**src/hdl/bxp_pkg.sv**
```systemverilog
// Package for the binary XNOR/popcount two-layer unit.
// Holds the register map, reset values, config struct and the fire function.
// No dependencies; used by every other file of the block.
package bxp_pkg;

    localparam int BYTE_W   = 8;
    localparam int NUM_W    = 4;
    localparam int THR_W    = 4;
    localparam int GROUP_W  = 64;
    localparam int DEC_W    = 16;
    localparam int CFG_IDX_W = 3;
    localparam int CFG_DAT_W = 8;

    localparam logic [CFG_IDX_W-1:0] REG_WEIGHT_ZERO     = 3'd0;
    localparam logic [CFG_IDX_W-1:0] REG_WEIGHT_ONE      = 3'd1;
    localparam logic [CFG_IDX_W-1:0] REG_WEIGHT_TWO      = 3'd2;
    localparam logic [CFG_IDX_W-1:0] REG_WEIGHT_THREE    = 3'd3;
    localparam logic [CFG_IDX_W-1:0] REG_MATCH_THRESHOLD = 3'd4;

    localparam logic [BYTE_W-1:0] RST_WEIGHT_ZERO  = 8'h69;
    localparam logic [BYTE_W-1:0] RST_WEIGHT_ONE   = 8'h96;
    localparam logic [BYTE_W-1:0] RST_WEIGHT_TWO   = 8'h51;
    localparam logic [BYTE_W-1:0] RST_WEIGHT_THREE = 8'ha9;
    localparam logic [THR_W-1:0]  RST_THRESHOLD    = 4'd4;

    typedef logic [BYTE_W-1:0] t_byte;

    typedef struct packed {
        t_byte [NUM_W-1:0]  weight;
        logic [THR_W-1:0]   threshold;
    } t_cfg;

    // One binary neuron: count agreeing bits, compare against the threshold.
    function automatic logic fires(input t_byte x, input t_byte w,
                                   input logic [THR_W-1:0] thr);
        t_byte      agree;
        logic [3:0] cnt;
        agree = ~(x ^ w);
        cnt   = '0;
        for (int b = 0; b < BYTE_W; b++) begin
            cnt = cnt + {3'd0, agree[b]};
        end
        return (cnt >= thr);
    endfunction

endpackage

```
**src/hdl/bxp_in_if.sv**
```systemverilog
// Input channel of the binary XNOR/popcount unit: valid/ready plus both groups.
// Depends on bxp_pkg for the field widths.
interface bxp_in_if;
    logic                          valid;
    logic                          ready;
    logic [bxp_pkg::GROUP_W-1:0]   group_a;
    logic [bxp_pkg::GROUP_W-1:0]   group_b;

    modport source (output valid, output group_a, output group_b, input ready);
    modport sink   (input valid, input group_a, input group_b, output ready);
endinterface

```
**src/hdl/bxp_out_if.sv**
```systemverilog
// Output channel of the binary XNOR/popcount unit: valid/ready plus decision bits.
// Depends on bxp_pkg for the field width.
interface bxp_out_if;
    logic                        valid;
    logic                        ready;
    logic [bxp_pkg::DEC_W-1:0]   decision_bits;

    modport source (output valid, output decision_bits, input ready);
    modport sink   (input valid, input decision_bits, output ready);
endinterface

```
**src/hdl/bxp_cfg_regs.sv**
```systemverilog
// Configuration register file: four weight bytes and the match threshold.
// Depends on bxp_pkg for the register map and reset values.
module bxp_cfg_regs (
    input  logic                            i_clk,
    input  logic                            i_rst_n,
    input  logic                            i_cfg_we,
    input  logic [bxp_pkg::CFG_IDX_W-1:0]   i_cfg_idx,
    input  logic [bxp_pkg::CFG_DAT_W-1:0]   i_cfg_wdata,
    output bxp_pkg::t_cfg                   o_cfg
);

    bxp_pkg::t_cfg r_cfg;

    always_ff @(posedge i_clk) begin
        if (!i_rst_n) begin
            r_cfg.weight[0] <= bxp_pkg::RST_WEIGHT_ZERO;
            r_cfg.weight[1] <= bxp_pkg::RST_WEIGHT_ONE;
            r_cfg.weight[2] <= bxp_pkg::RST_WEIGHT_TWO;
            r_cfg.weight[3] <= bxp_pkg::RST_WEIGHT_THREE;
            r_cfg.threshold <= bxp_pkg::RST_THRESHOLD;
        end else if (i_cfg_we) begin
            case (i_cfg_idx)
                bxp_pkg::REG_WEIGHT_ZERO:     r_cfg.weight[0] <= i_cfg_wdata;
                bxp_pkg::REG_WEIGHT_ONE:      r_cfg.weight[1] <= i_cfg_wdata;
                bxp_pkg::REG_WEIGHT_TWO:      r_cfg.weight[2] <= i_cfg_wdata;
                bxp_pkg::REG_WEIGHT_THREE:    r_cfg.weight[3] <= i_cfg_wdata;
                bxp_pkg::REG_MATCH_THRESHOLD:
                    r_cfg.threshold <= i_cfg_wdata[bxp_pkg::THR_W-1:0];
                default: ;  // unmapped index: drop the write
            endcase
        end
    end

    assign o_cfg = r_cfg;

endmodule

```
**src/hdl/bxp_layer_one.sv**
```systemverilog
// First layer: 64 XNOR/popcount neurons forming the eight hidden bytes.
// Depends on bxp_pkg for the config struct and the fire function.
module bxp_layer_one (
    input  logic [bxp_pkg::GROUP_W-1:0]   i_group_a,
    input  logic [bxp_pkg::GROUP_W-1:0]   i_group_b,
    input  bxp_pkg::t_cfg                 i_cfg,
    output bxp_pkg::t_byte [7:0]          o_hidden
);

    always_comb begin
        for (int k = 0; k < bxp_pkg::NUM_W; k++) begin
            for (int i = 0; i < 8; i++) begin
                o_hidden[k][i] = bxp_pkg::fires(i_group_a[8*i +: 8],
                                                i_cfg.weight[k], i_cfg.threshold);
                o_hidden[k+4][i] = bxp_pkg::fires(i_group_b[8*i +: 8],
                                                  i_cfg.weight[k], i_cfg.threshold);
            end
        end
    end

endmodule

```
**src/hdl/bxp_layer_two.sv**
```systemverilog
// Second layer: threshold each hidden byte against the inverted weight parity.
// Depends on bxp_pkg for the config struct and the fire function.
module bxp_layer_two (
    input  bxp_pkg::t_byte [7:0]          i_hidden,
    input  bxp_pkg::t_cfg                 i_cfg,
    output logic [bxp_pkg::DEC_W-1:0]     o_decision
);

    bxp_pkg::t_byte inv_parity;
    bxp_pkg::t_byte straight;

    assign inv_parity = ~(i_cfg.weight[0] ^ i_cfg.weight[1]
                          ^ i_cfg.weight[2] ^ i_cfg.weight[3]);

    always_comb begin
        for (int i = 0; i < 8; i++) begin
            straight[i] = bxp_pkg::fires(i_hidden[i], inv_parity, i_cfg.threshold);
        end
    end

    // High byte sees the hidden bytes rotated by four: same neurons, swapped nibbles.
    assign o_decision = {straight[3:0], straight[7:4], straight};

endmodule

```
**src/hdl/binary_xnor_popcount_two_layer_unit.sv**
```systemverilog
// Binary XNOR/popcount two-layer unit, top level.
// Path: an accepted word is captured in the input register, then moves into the result
// register; o_word.ready low holds it there. Both layers sit between the two registers.
// Throughput: one word per cycle unless o_word.ready stalls the output.
// Reset (i_rst_n, synchronous, active low): pipeline empties, weights and
// threshold return to their defaults. Depends on bxp_pkg, bxp_in_if, bxp_out_if.
module binary_xnor_popcount_two_layer_unit (
    input  logic                            i_clk,
    input  logic                            i_rst_n,
    input  logic                            i_cfg_we,
    input  logic [bxp_pkg::CFG_IDX_W-1:0]   i_cfg_idx,
    input  logic [bxp_pkg::CFG_DAT_W-1:0]   i_cfg_wdata,
    bxp_in_if.sink                          i_word,
    bxp_out_if.source                       o_word
);

    bxp_pkg::t_cfg                  cfg;
    bxp_pkg::t_byte [7:0]           hidden;
    logic [bxp_pkg::DEC_W-1:0]      n_decision;

    // Input register stage
    logic                           r_in_vld;
    logic [bxp_pkg::GROUP_W-1:0]    r_group_a;
    logic [bxp_pkg::GROUP_W-1:0]    r_group_b;

    // Result register stage
    logic                           r_out_vld;
    logic [bxp_pkg::DEC_W-1:0]      r_decision;

    logic out_free;   // result register can take a new word this cycle
    logic advance;    // input stage moves into the result register

    assign out_free     = !r_out_vld || o_word.ready;
    assign advance      = r_in_vld && out_free;
    assign i_word.ready = !r_in_vld || out_free;

    bxp_cfg_regs u_cfg (
        .i_clk      (i_clk),
        .i_rst_n    (i_rst_n),
        .i_cfg_we   (i_cfg_we),
        .i_cfg_idx  (i_cfg_idx),
        .i_cfg_wdata(i_cfg_wdata),
        .o_cfg      (cfg)
    );

    // Capture an accepted word; hold it while the result side is stalled.
    always_ff @(posedge i_clk) begin
        if (!i_rst_n) begin
            r_in_vld <= 1'b0;
        end else if (i_word.ready) begin
            r_in_vld <= i_word.valid;
        end
    end

    always_ff @(posedge i_clk) begin
        if (i_word.valid && i_word.ready) begin
            r_group_a <= i_word.group_a;
            r_group_b <= i_word.group_b;
        end
    end

    bxp_layer_one u_l1 (
        .i_group_a(r_group_a),
        .i_group_b(r_group_b),
        .i_cfg    (cfg),
        .o_hidden (hidden)
    );

    bxp_layer_two u_l2 (
        .i_hidden  (hidden),
        .i_cfg     (cfg),
        .o_decision(n_decision)
    );

    // Result register: load on advance, drop valid once taken with nothing behind.
    always_ff @(posedge i_clk) begin
        if (!i_rst_n) begin
            r_out_vld <= 1'b0;
        end else if (out_free) begin
            r_out_vld <= r_in_vld;
        end
    end

    always_ff @(posedge i_clk) begin
        if (advance) begin
            r_decision <= n_decision;
        end
    end

    assign o_word.valid         = r_out_vld;
    assign o_word.decision_bits = r_decision;

    // A word leaving the input stage always lands in the result register.
    a_advance_fills: assert property (@(posedge i_clk) disable iff (!i_rst_n)
        advance |=> o_word.valid)
        else $error("advanced word did not reach the result register");

    // High byte is the straight byte with the hidden bytes rotated by four.
    a_rotated_high: assert property (@(posedge i_clk) disable iff (!i_rst_n)
        o_word.valid |-> (o_word.decision_bits[11:8] == o_word.decision_bits[7:4])
                         && (o_word.decision_bits[15:12] == o_word.decision_bits[3:0]))
        else $error("rotated high byte disagrees with straight byte");

    // Zero threshold makes every neuron fire.
    a_thr_zero: assert property (@(posedge i_clk) disable iff (!i_rst_n)
        (advance && cfg.threshold == '0) |=> (o_word.decision_bits == '1))
        else $error("zero threshold did not yield all ones");

    // Threshold above eight can never be reached.
    a_thr_high: assert property (@(posedge i_clk) disable iff (!i_rst_n)
        (advance && cfg.threshold > 4'd8) |=> (o_word.decision_bits == '0))
        else $error("unreachable threshold produced a one");

endmodule
```
**src/flat_wrapper.sv**
```systemverilog
// flat-port wrapper written by rule: the top's interface ports become plain ports
module binary_xnor_popcount_two_layer_unit_flat 
  (i_clk, i_rst_n, i_cfg_we, i_cfg_idx, i_cfg_wdata, i_word_valid, i_word_group_a, i_word_group_b, i_word_ready, o_word_valid, o_word_decision_bits, o_word_ready);
  bxp_in_if i_word_i ();
  bxp_out_if o_word_i ();
  input  logic i_clk;
  input  logic i_rst_n;
  input  logic i_cfg_we;
  input  logic [bxp_pkg::CFG_IDX_W-1:0] i_cfg_idx;
  input  logic [bxp_pkg::CFG_DAT_W-1:0] i_cfg_wdata;
  input wire logic [$bits(i_word_i.valid)-1:0] i_word_valid;
  input wire logic [$bits(i_word_i.group_a)-1:0] i_word_group_a;
  input wire logic [$bits(i_word_i.group_b)-1:0] i_word_group_b;
  output wire logic [$bits(i_word_i.ready)-1:0] i_word_ready;
  output wire logic [$bits(o_word_i.valid)-1:0] o_word_valid;
  output wire logic [$bits(o_word_i.decision_bits)-1:0] o_word_decision_bits;
  input wire logic [$bits(o_word_i.ready)-1:0] o_word_ready;
  assign i_word_i.valid = i_word_valid;
  assign i_word_i.group_a = i_word_group_a;
  assign i_word_i.group_b = i_word_group_b;
  assign i_word_ready = i_word_i.ready;
  assign o_word_valid = o_word_i.valid;
  assign o_word_decision_bits = o_word_i.decision_bits;
  assign o_word_i.ready = o_word_ready;
  binary_xnor_popcount_two_layer_unit u_core (.i_clk(i_clk), .i_rst_n(i_rst_n), .i_cfg_we(i_cfg_we), .i_cfg_idx(i_cfg_idx), .i_cfg_wdata(i_cfg_wdata), .i_word(i_word_i), .o_word(o_word_i));
endmodule
```
**config.mk**
```make
export PLATFORM = sky130hd
export DESIGN_NAME = binary_xnor_popcount_two_layer_unit_flat
export DESIGN_NICKNAME = d
export VERILOG_FILES = /design/src/hdl/bxp_pkg.sv /design/src/hdl/bxp_in_if.sv /design/src/hdl/bxp_out_if.sv /design/src/hdl/bxp_cfg_regs.sv /design/src/hdl/bxp_layer_one.sv /design/src/hdl/bxp_layer_two.sv /design/src/hdl/binary_xnor_popcount_two_layer_unit.sv /design/src/flat_wrapper.sv
export SDC_FILE = /design/constraint.sdc
export NUM_CORES = 1
export LEC_CHECK = 0
export BUFFER_PORTS_ARGS = -buffer_cell sky130_fd_sc_hd__buf_4
export CAP_MARGIN = 20
export CORE_MARGIN = 4
export CORE_UTILIZATION = 50
export DETAILED_ROUTE_END_ITERATION = 8
export GPL_TIMING_DRIVEN = 0
export PLACE_DENSITY_LB_ADDON = 0.25
export SETUP_SLACK_MARGIN = 0.05
export SLEW_MARGIN = 40
export SYNTH_ARGS = -nofsm -noshare
export SYNTH_HDL_FRONTEND = slang
export SYNTH_SLANG_ARGS = --single-unit
```
**constraint.sdc**
```tcl
create_clock -name i_clk -period 8 [get_ports i_clk]
set_input_delay 1.6 -clock i_clk [delete_from_list [all_inputs] [get_ports i_clk]]
set_output_delay 1.6 -clock i_clk [all_outputs]
set_load 0.005 [all_outputs]
```
# After elaboration in Yosys (flattened, before gate mapping)
# Index checks and enable logic that the tools add are counted.
[classes]
add_sub_neg = 504
mul = 0
n_div = 0
magnitude_cmp = 72
n_eq_ne = 4
shifts = 0
n_mux = 0
bitwise = 148
reduce_logical = 12
[op_table]
columns = ["cell", "count"]
rows = [
  ["adder 4 x 1 -> 4 bit", 288],
  ["XOR 8 bit", 75],
  ["inverter 8 bit", 73],
  ["adder 3 x 1 -> 4 bit", 72],
  ["greater-or-equal comparator 4 bit", 72],
  ["adder 2 x 1 -> 3 bit", 72],
  ["adder 1 x 1 -> 2 bit", 72],
  ["AND reduction 2 bit", 5],
  ["== test 3 x 2 -> 1 bit, second input constant", 2],
  ["== test 3 x 1 -> 1 bit, second input constant", 1],
  ["== test 3 bit, second input constant", 1],
  ["zero test 3 bit", 1],
  ["logical AND 1 bit", 2],
  ["zero test 1 bit", 2],
  ["logical OR 1 bit", 2],
]
[word_totals]
register_bits = 182
latchBits = 0
ram_bits = 0
rom_bits = 0
input_bits = 144
output_inout_bits = 18
word_cells = 750
mem_count = 0

# Logic depth before layout (Yosys ltp)
# Gate-level depths: netlist of run 1.
[logic_depth]
ltp_word = 20
mapped_depth = 27
depth_no_buf = 25

# By module
# Synthesis of run 1 repeated with hierarchy kept, for this count alone.
[unflattened]
cells_unflattened = 2733
area_unflattened_um2 = 29280.6
[by_module_without_submodules]
columns = ["module", "n_inst", "cells_each", "area_per_inst_um2", "seq_area_each_um2"]
rows = [
  ["bxp_layer_one", 1, 2147, 20626.0, 0.0],
  ["binary_xnor_popcount_two_layer_unit", 1, 153, 4428.0, 4364.2],
  ["bxp_layer_two", 1, 292, 2780.2, 0.0],
  ["bxp_cfg_regs", 1, 141, 1446.4, 720.7],
]

# Least setup slack after synthesis of run 1
# OpenSTA, ideal clock, no wires.
[synth_timing]
path_kind = "flip-flop to flip-flop"
startpoint = "register u_core.u_cfg.r_cfg (netlist bit u_core.u_cfg.o_cfg[20])"
endpoint = "register u_core.r_decision (netlist bit u_core.o_word.decision_bits[14]) (data pin)"
setup_ns = 0.261
arrival_time_ns = 6.776
required_time_ns = 7.739
slack_ns = 0.964
stages_incl_launch_ff = 27
n_path_buf = 2
synth_period_minus_slack_ns = 7.036
path_cell_list = "dfxtp_1 -> buf_4 -> buf_2 -> xnor2_1 -> fa_1 -> inv_1 -> fa_1 -> inv_1 -> fa_1 -> ha_1 -> fa_1 -> xor2_1 -> ha_1 -> o21ai_0 -> o21bai_1 -> xor2_1 -> fa_1 -> inv_1 -> fa_1 -> inv_1 -> fa_1 -> ha_1 -> fa_1 -> ha_1 -> a21boi_0 -> o21ai_0 -> a21oi_1"
[synth_via]
elab_chain_cells = 20
word_cells_on_any_way = 93
classes_between = "add/sub: 63; order compare: 9; bitwise: 21"
[synth_lines]
columns = ["item", "line_no", "rtl"]
rows = [
  ["start, declared", "bxp_cfg_regs.sv:12", "bxp_pkg::t_cfg r_cfg;"],
  ["XOR 8 bit", "bxp_pkg.sv:38", "agree = ~(x ^ w);"],
  ["inverter 8 bit", "bxp_pkg.sv:38", ""],
  ["adder 1 x 1 -> 2 bit", "bxp_pkg.sv:41", "cnt = cnt + {3'd0, agree[b]};"],
  ["adder 2 x 1 -> 3 bit", "bxp_pkg.sv:41", ""],
  ["adder 3 x 1 -> 4 bit", "bxp_pkg.sv:41", ""],
  ["adder 4 x 1 -> 4 bit (4 in series)", "bxp_pkg.sv:41", ""],
  ["greater-or-equal comparator 4 bit", "bxp_pkg.sv:43", "return (cnt >= thr);"],
  ["XOR 8 bit (*)", "bxp_pkg.sv:38", ""],
  ["inverter 8 bit (*)", "bxp_pkg.sv:38", ""],
  ["adder 1 x 1 -> 2 bit", "bxp_pkg.sv:41", ""],
  ["adder 2 x 1 -> 3 bit", "bxp_pkg.sv:41", ""],
  ["adder 3 x 1 -> 4 bit", "bxp_pkg.sv:41", ""],
  ["adder 4 x 1 -> 4 bit (3 in series)", "bxp_pkg.sv:41", ""],
  ["adder 4 x 1 -> 4 bit (*)", "bxp_pkg.sv:41", ""],
  ["greater-or-equal comparator 4 bit (*)", "bxp_pkg.sv:43", ""],
  ["via u_core.n_decision (one bit)", "binary_xnor_popcount_two_layer_unit.sv:19", "logic [bxp_pkg::DEC_W-1:0] n_decision;"],
  ["end signal, assigned", "binary_xnor_popcount_two_layer_unit.sv:86", "r_decision <= n_decision;"],
  ["end, declared", "binary_xnor_popcount_two_layer_unit.sv:28", "logic [bxp_pkg::DEC_W-1:0] r_decision;"],
]
# Mark *: on every way through the listed nets, which the timed path passes. The rest lies on a longest branch.
# A chain may end at the register's enable or synchronous reset.

# Final worst setup path of run 1
[layout_timing]
startpoint = "register u_core.u_cfg.r_cfg (netlist bit u_core.u_cfg.o_cfg[28])"
endpoint = "register u_core.r_decision (netlist bit u_core.o_word.decision_bits[11]) (data pin)"
# The elaborated chain is that of the path after synthesis.

==> results.md, run 1 <==
* IO buf count at between 150 and 200
* Sequential area share after synthesis at between 15 and 20%
* Routed wire per std cell at 22.76 um
* CTS tree: done
* Die area at 60940 um2
* # fillers at between 4000 and 5000
* Mapped Nets at approximately 3600
* Final Net Count at approximately 3800
* Non-filler instance count after layout at approximately 3700
* CTS HTree Levels at 4
* Post-Synthesis Cells at 2707
* Max Slew Vio Count at 0
* Post-CTS Setup Repair Bufs at 0
* Sum Neg Setup Slack at 0 ps
* Synth warn at 0
* Async SR Flop Fraction at 0%
* Largest net degree at the start of global routing at 61
* Power Dens Cells at just under 400 nW/um2
* CTS Buffer Depth at 2
* GPL Wtd Cong at roughly 0.9
* Antenna-violating nets left at 0
* Run status: finished, final reports clean
* Initial Util at 50.59%
* 1st-pass router iterations at 5
* Final HPWL DP at ~62000 um
* Crit-path max FO at 18
* Clk_skew at 17.40 ps
* Synth Cell Area at between 20000 and 30000 um2
* VDD IR max at a little under 0.0005 V
* Leakage at about 0.015 uW
* Worst path required time at a little over 8000 ps
* WHS at 538.9 ps
* Chip height at ~250 um
* Crit share post-route at a little over nine tenths
* Row Count at 87
* Average size of a mapped cell at 10.54 um2
* Arrival time worst endpoint at roughly 8000 ps
* Max_slew headroom at between 40% and 50%
* Worst Setup End Kind: flop
* Cell variety after synth at 34
* Fin crit period at between 7000 and 8000 ps
* Ys flop type: edfxtp_1
* Clk slew on worst S/H paths at about 90 ps
* Share of cells above drive strength 1 at 10.36%
* Clock Sinks at approximately 170
* Register Area at a little under 5000 um2
* Root Driver: clkbuf_16
* Final setup fails at 0
* Worst skew pair latency at 520 ps
* GRT Total Usage at 27.85%
* Vias in the first global route at roughly 21000
* RSZ-0062 raised after global routing: true
* Commonest cells post-synth: ha_1, xor2_1, inv_1
* Maximum Capacitance Violations at 0
* Max frequency at roughly 130 MHz
* Slew @ Worst Pin at 769.0 ps
* Die X at about 250 um
* Class of the worst hold path: reg -> reg
* TritonCTS Buffers at 17
* Ant. Diodes at 0
* WS Path Type: reg -> reg
* Compound-Gate Fraction of Synth Area at 6.763%
* Routed WL at 83150 um
* First-iteration detailed-routing DRC count at between 1000 and 1500
* DR vias at 19750
* XOR/XNOR share of the synthesized area at 21.66%
* Synth area leader: ha_1
* Boundary pin count at 162
* Dpl cells at approximately 3600
* Hold Fails Final Rpt at 0
* FF+latch count, synth at between 150 and 200
* Synth Area in Simple Gates at roughly 4.7%
* Cell area after layout at approximately 31000 um2
* Post-synth EDFFs at between 100 and 150
* Worst setup SP type: flop
* Area share of fa/ha/maj cells after synthesis at between 40 and 50%
* Largest family of logic cells by synthesized area: adder cells
* Multi-input logic area at around 22000 um2
* Mux contribution to synthesized area at less than 1%
* GRT overflow at 0
* Initial antenna violation count at 1
* Drt via density at ~5.4
* Synth-to-Final Area Change at 10.41%
* Largest cells by area after synthesis: ha_1, fa_1, edfxtp_1
* DRC at 0
* First-pass GRT wire length at between 100000 and 150000 um
* Total core area at 56390 um2
* Count leader, synth: ha_1
* Placed cell area at a little over 30000 um2
* Share of the synthesized area in the top cell type at between 20% and 30%
==> final timing paths <==
path	slack, ps	start	cells after the start	to
setup / recovery	310	u_core.u_cfg.o_cfg[28]$_SDFFE_PN1P_	25	u_core.o_word.decision_bits[11]$_DFFE_PP_
hold / removal	540	u_core.r_in_vld$_SDFFE_PN0N_	1	u_core.o_word.valid$_SDFFE_PN0P_
setup reg to reg	310	u_core.u_cfg.o_cfg[28]$_SDFFE_PN1P_	25	u_core.o_word.decision_bits[11]$_DFFE_PP_
hold reg to reg	540	u_core.r_in_vld$_SDFFE_PN0N_	1	u_core.o_word.valid$_SDFFE_PN0P_
==> per-layer routing <==
layer	up-vias	wire (um)	GRT usage [%]
li1	9070	-	-
met1	9798	34550	36.15
met2	677	38970	46.21
met3	201	5572	4.392
met4	0	4061	12.05
met5	-	0	0
==> registers in the layout (all words and copies together), names as in the netlist <==
register,cells
u_core.r_group_a,64
u_core.r_in_vld,1
u_core.u_cfg.o_cfg,36
u_core.o_word.decision_bits,8
u_core.r_group_b,64
u_core.o_word.valid,1
==> metrics by stage <==
stage	setup WS (ps)	utilization [%]	power, uW
finish	306.9	55.86	12540
floorplan	963.5	-	8699
global route	18.39	55.86	14240
detailed placement	-57.99	54.78	11490
global placement	-191.8	54.40	10790
CTS	62.73	55.83	12510
==> final cells by class <==
cell class | count | area share [%]
multi-input combinational | 2026 | 68.48
sequential | 174 | 15.39
inverter | 371 | 4.493
timing repair buffer | 168 | 4.393
tap | 756 | 3.003
buffer | 126 | 2.248
clock buffer | 17 | 1.351
clock inverter | 15 | 0.6395
==> where the power goes <==
part           switching, uW  leakage, uW  internal (uW)
registers               69.2      0.00164           1210
logic                   5660       0.0127           4670
clock network            492     0.000303            433
total                   6220       0.0147           6320
==> placed cells by master, fill, tap and decap left out, drive strengths merged <==
cell / instances
and3: 2
nand3: 16
clkbuf: 35
and2: 2
mux2i: 3
nor2b: 79
ha: 504
o21ai: 72
o211ai: 1
a21oi: 81
edfxtp: 136
o21a: 1
xor2: 412
buf: 276
o21bai: 64
fa: 288
a21boi: 25
a211oi: 64
dfxtp: 38
xnor2: 260
inv: 380
nand3b: 2
nand2b: 64
nor2: 17
clkinv: 6
and3b: 2
nand2: 67
==> critical path, stage by stage, from the launching register on <==
cell      delay [ps]
dfxtp_1          330
buf_4            440
xnor2_1          180
fa_1             550
inv_1             60
fa_1             520
inv_1             50
fa_1             480
ha_1             240
fa_1             380
xor2_1           180
ha_1             270
o21ai_0           70
o21bai_1         400
xor2_1           170
fa_1             560
inv_1             60
fa_1             600
inv_1             80
fa_1             480
ha_1             230
fa_1             460
ha_1             280
a21boi_0         110
o21ai_0          140
a21oi_1           80
==> repair_timing <==
action | 4_1_cts | 5_1_grt
endpoints found under the hold margin | 0 | 0
resized for setup | 1 | 10
hold buffers | 0 | 0
endpoints found under the setup margin | 7 | 6
==> cells by family after synthesis <==
group	count (synthesis)
AOI/OAI and AO/OA	308
adders and majority gates	792
and+or+nand+nor	251
DFF	174
xor gates and xnor gates	672
muxes	3
buffers and inverters	507
Power figures use the tool's default switching activity.
==> inputs of run 2 (changes only) <==
Settings changed: GPL_TIMING_DRIVEN 0 to default.
Clock period 8 ns to 8.1 ns, I/O delays scaled along.
==> run 2 against run 1 <==
  * Power is 3.9% lower
  * Maximum frequency is 0.20% lower
  * Cell count is 1.7% lower
  * Flip-flop and latch count stayed put
  * Clock power is 3.0% lower
  * Via count is 1.1% lower
  * Count of clock-buffer cells in the layout stayed put
  * Worst setup slack better by 85 ps
  * Worst hold slack worse by 52 ps
  * Critical path depth is 1 lower
  * Largest cell class unchanged
==> results.md, run 2 (same netlist as run 1, synthesis figures left out) <==
* Run status: finished, final reports clean
* Total core area at 56390 um2 (unchanged)
* Final HPWL DP at 61500 um (-0.67%)
* Power share of the clock group at 7.5% (about the same)
* Sw frac at 49.32% (-0.30 points)
* GPL Wtd Cong at 0.8981 (about the same)
* IO buf count at 161 (+0.63%)
* Max_slew headroom at 40.40% (-8.3 points)
* Max Slew Vio Count at 0 (unchanged)
* VDD IR max at 0.0004533 V (-6.8%)
* Worst Setup End Kind: flop
* Leakage at 0.01453 uW (-0.98%)
* GRT Total Usage at 26.63% (-1.2 points)
* RSZ-0062 raised after global routing: false
* Commonest non-fill, non-tap cell in the layout: ha_1
* Chip height at 246.9 um (unchanged)
* Slew @ Worst Pin at 892.8 ps (+123.8 ps)
* GRT overflow at 0 (unchanged)
* GRT busiest layer: met2
* Clk slew on worst S/H paths at 80 ps (about the same)
* TritonCTS Buffers at 17 (unchanged)
* Maximum Capacitance Violations at 0 (unchanged)
* Share of cells above drive strength 1 at 10.77% (+0.41 points)
* DR vias at 19530 (-1.1%)
* Clk_skew at 14.55 ps (-2.845 ps)
* # fillers at 5031 (+2.8%)
* Internal power at 6103 uW (-3.4%)
* Crit-path max FO at 9 (-9)
* Class of the worst hold path: reg -> reg
* Drt via density at 5.440 (+0.65%)
* Most frequent cells in the layout: ha_1, xor2_1, inv_1, fa_1, xnor2_1
* Boundary pin count at 162 (unchanged)
* Grt met2 use at 44.61% (-1.6 points)
* Routed wire per std cell at 22.03 um (-3.2%)
* Final setup fails at 0 (unchanged)
* Root Driver: clkbuf_16
* Post-CTS Setup Repair Bufs at 0 (unchanged)
* Antenna-violating nets left at 0 (unchanged)
* Initial Util at 50.59% (unchanged)
* Routed WL at 79080 um (-4.9%)
* Multi-input logic area at 21560 um2 (about the same)
* Power Total at 12040 uW (-3.9%)
* Hold_buf cts at 0 (unchanged)
* P_sw at 5938 uW (-4.5%)
* Worst skew pair latency at 510 ps (about the same)
* Synth-to-Final Area Change at 9.271%
* DRC at 0 (unchanged)
* Arrival time worst endpoint at 7960 ps (about the same)
* Clock Sinks at 174 (unchanged)
* 1st-pass router iterations at 6 (+1)
* Worst setup SP type: flop
* Final Net Count at 3756 (-1.7%)
* First-pass GRT wire length at 121200 um (-2.8%)
* CTS HTree Levels at 4 (unchanged)
* Hold Fails Final Rpt at 0 (unchanged)
* Worst path required time at 8360 ps (+80 ps)
* Sum Neg Setup Slack at 0 ps (unchanged)
* Met3 Usage GRT at 3.340% (-1.1 points)
* M1 GR Usage at 35.08% (-1.1 points)
* Fin crit period at 7708 ps (+15.11 ps)
* WS Path Type: reg -> reg
* CTS Buffer Depth at 2 (unchanged)
* Combinational fraction of design power at 81.5% (-0.9 points)
* Max frequency at 129.7 MHz (-0.20%)
* Initial antenna violation count at 1 (unchanged)
* Vias in the first global route at 20930 (-0.49%)
* First-iteration detailed-routing DRC count at 1193 (-10%)
* Die X at 246.9 um (unchanged)
* Worst R2R Setup Slack at 390 ps (+80 ps)
* Crit share post-route at 95.16% (-1.0 points)
* Reg power frac at 11.0% (+0.8 points)
* Row Count at 87 (unchanged)
* Power Dens Cells at 386.2 nW/um2 (-2.9%)
* CTS tree: done
* Register Area at 4865 um2 (+0.34%)
* Largest net degree at the start of global routing at 73 (+20%)
* Die area at 60940 um2 (unchanged)
-- run 2: path summary, 6_finish.rpt --
path,start,end,cells after the start
min reg2reg,u_core.u_cfg.o_cfg[18]$_SDFFE_PN0P_,u_core.u_cfg.o_cfg[18]$_SDFFE_PN0P_,2
min,u_core.u_cfg.o_cfg[18]$_SDFFE_PN0P_,u_core.u_cfg.o_cfg[18]$_SDFFE_PN0P_,2
max reg2reg,u_core.u_cfg.o_cfg[23]$_SDFFE_PN0P_,u_core.o_word.decision_bits[14]$_DFFE_PP_,24
max,u_core.u_cfg.o_cfg[23]$_SDFFE_PN0P_,u_core.o_word.decision_bits[14]$_DFFE_PP_,24
-- run 2: what timing repair did --
action | in CTS | in global routing
gates resized for setup | 0 | 2
setup endpoints to repair | 0 | 1
hold endpoints to repair | 0 | 0
-- run 2: cell type report --
| cell class | count | area share [%] |
|---|---|---|
| multi-input combinational | 2026 | 69.17 |
| sequential | 174 | 15.61 |
| timing repair buffer | 230 | 5.671 |
| inverter | 371 | 4.479 |
| tap | 756 | 3.034 |
| clock buffer | 17 | 1.365 |
| clock inverter | 15 | 0.6703 |
| antenna | 1 | 0.008027 |
-- run 2: stage by stage --
stage	utilization, %	hold slack (ps)	setup slack [ps]	cell area, um2	instances
floorplan	-	476.8	1064	28530	2707
global placement	54.07	461.4	565.8	30490	3556
detailed placement	54.14	474.2	385.0	30530	3557
CTS	55.27	486.0	391.2	31160	3589
global route	55.29	504.2	119.1	31170	3590
finish	55.29	486.6	391.8	31170	3590
-- run 2: routing by layer --
layer,up-vias,wire length (um)
li1,8941,-
met1,9806,33910
met2,607,37960
met3,177,4147
met4,0,3059
met5,-,0
-- run 2: power groups by stage --
| stage | Combinational (uW) | Sequential [uW] | Clock [uW] |
|---|---|---|---|
| global route | 11500 | 1330 | 956 |
| global placement | 9000 | 1340 | 0 |
| CTS | 9880 | 1320 | 930 |
| floorplan | 7330 | 1260 | 0 |
| finish | 9820 | 1330 | 897 |
| detailed placement | 9790 | 1340 | 0 |
-- run 2: critical path, stage by stage (launching register included) --
cell	delay [ps]
dfxtp_1	910
xnor2_1	200
fa_1	510
inv_1	50
fa_1	510
fa_1	570
inv_1	50
ha_1	220
fa_1	380
xor2_1	170
ha_1	280
o21ai_0	170
o21bai_1	170
xor2_1	190
fa_1	550
inv_1	80
fa_1	530
inv_1	60
fa_1	470
ha_1	230
fa_1	450
ha_1	300
a21boi_0	120
o21ai_0	180
a21oi_1	90
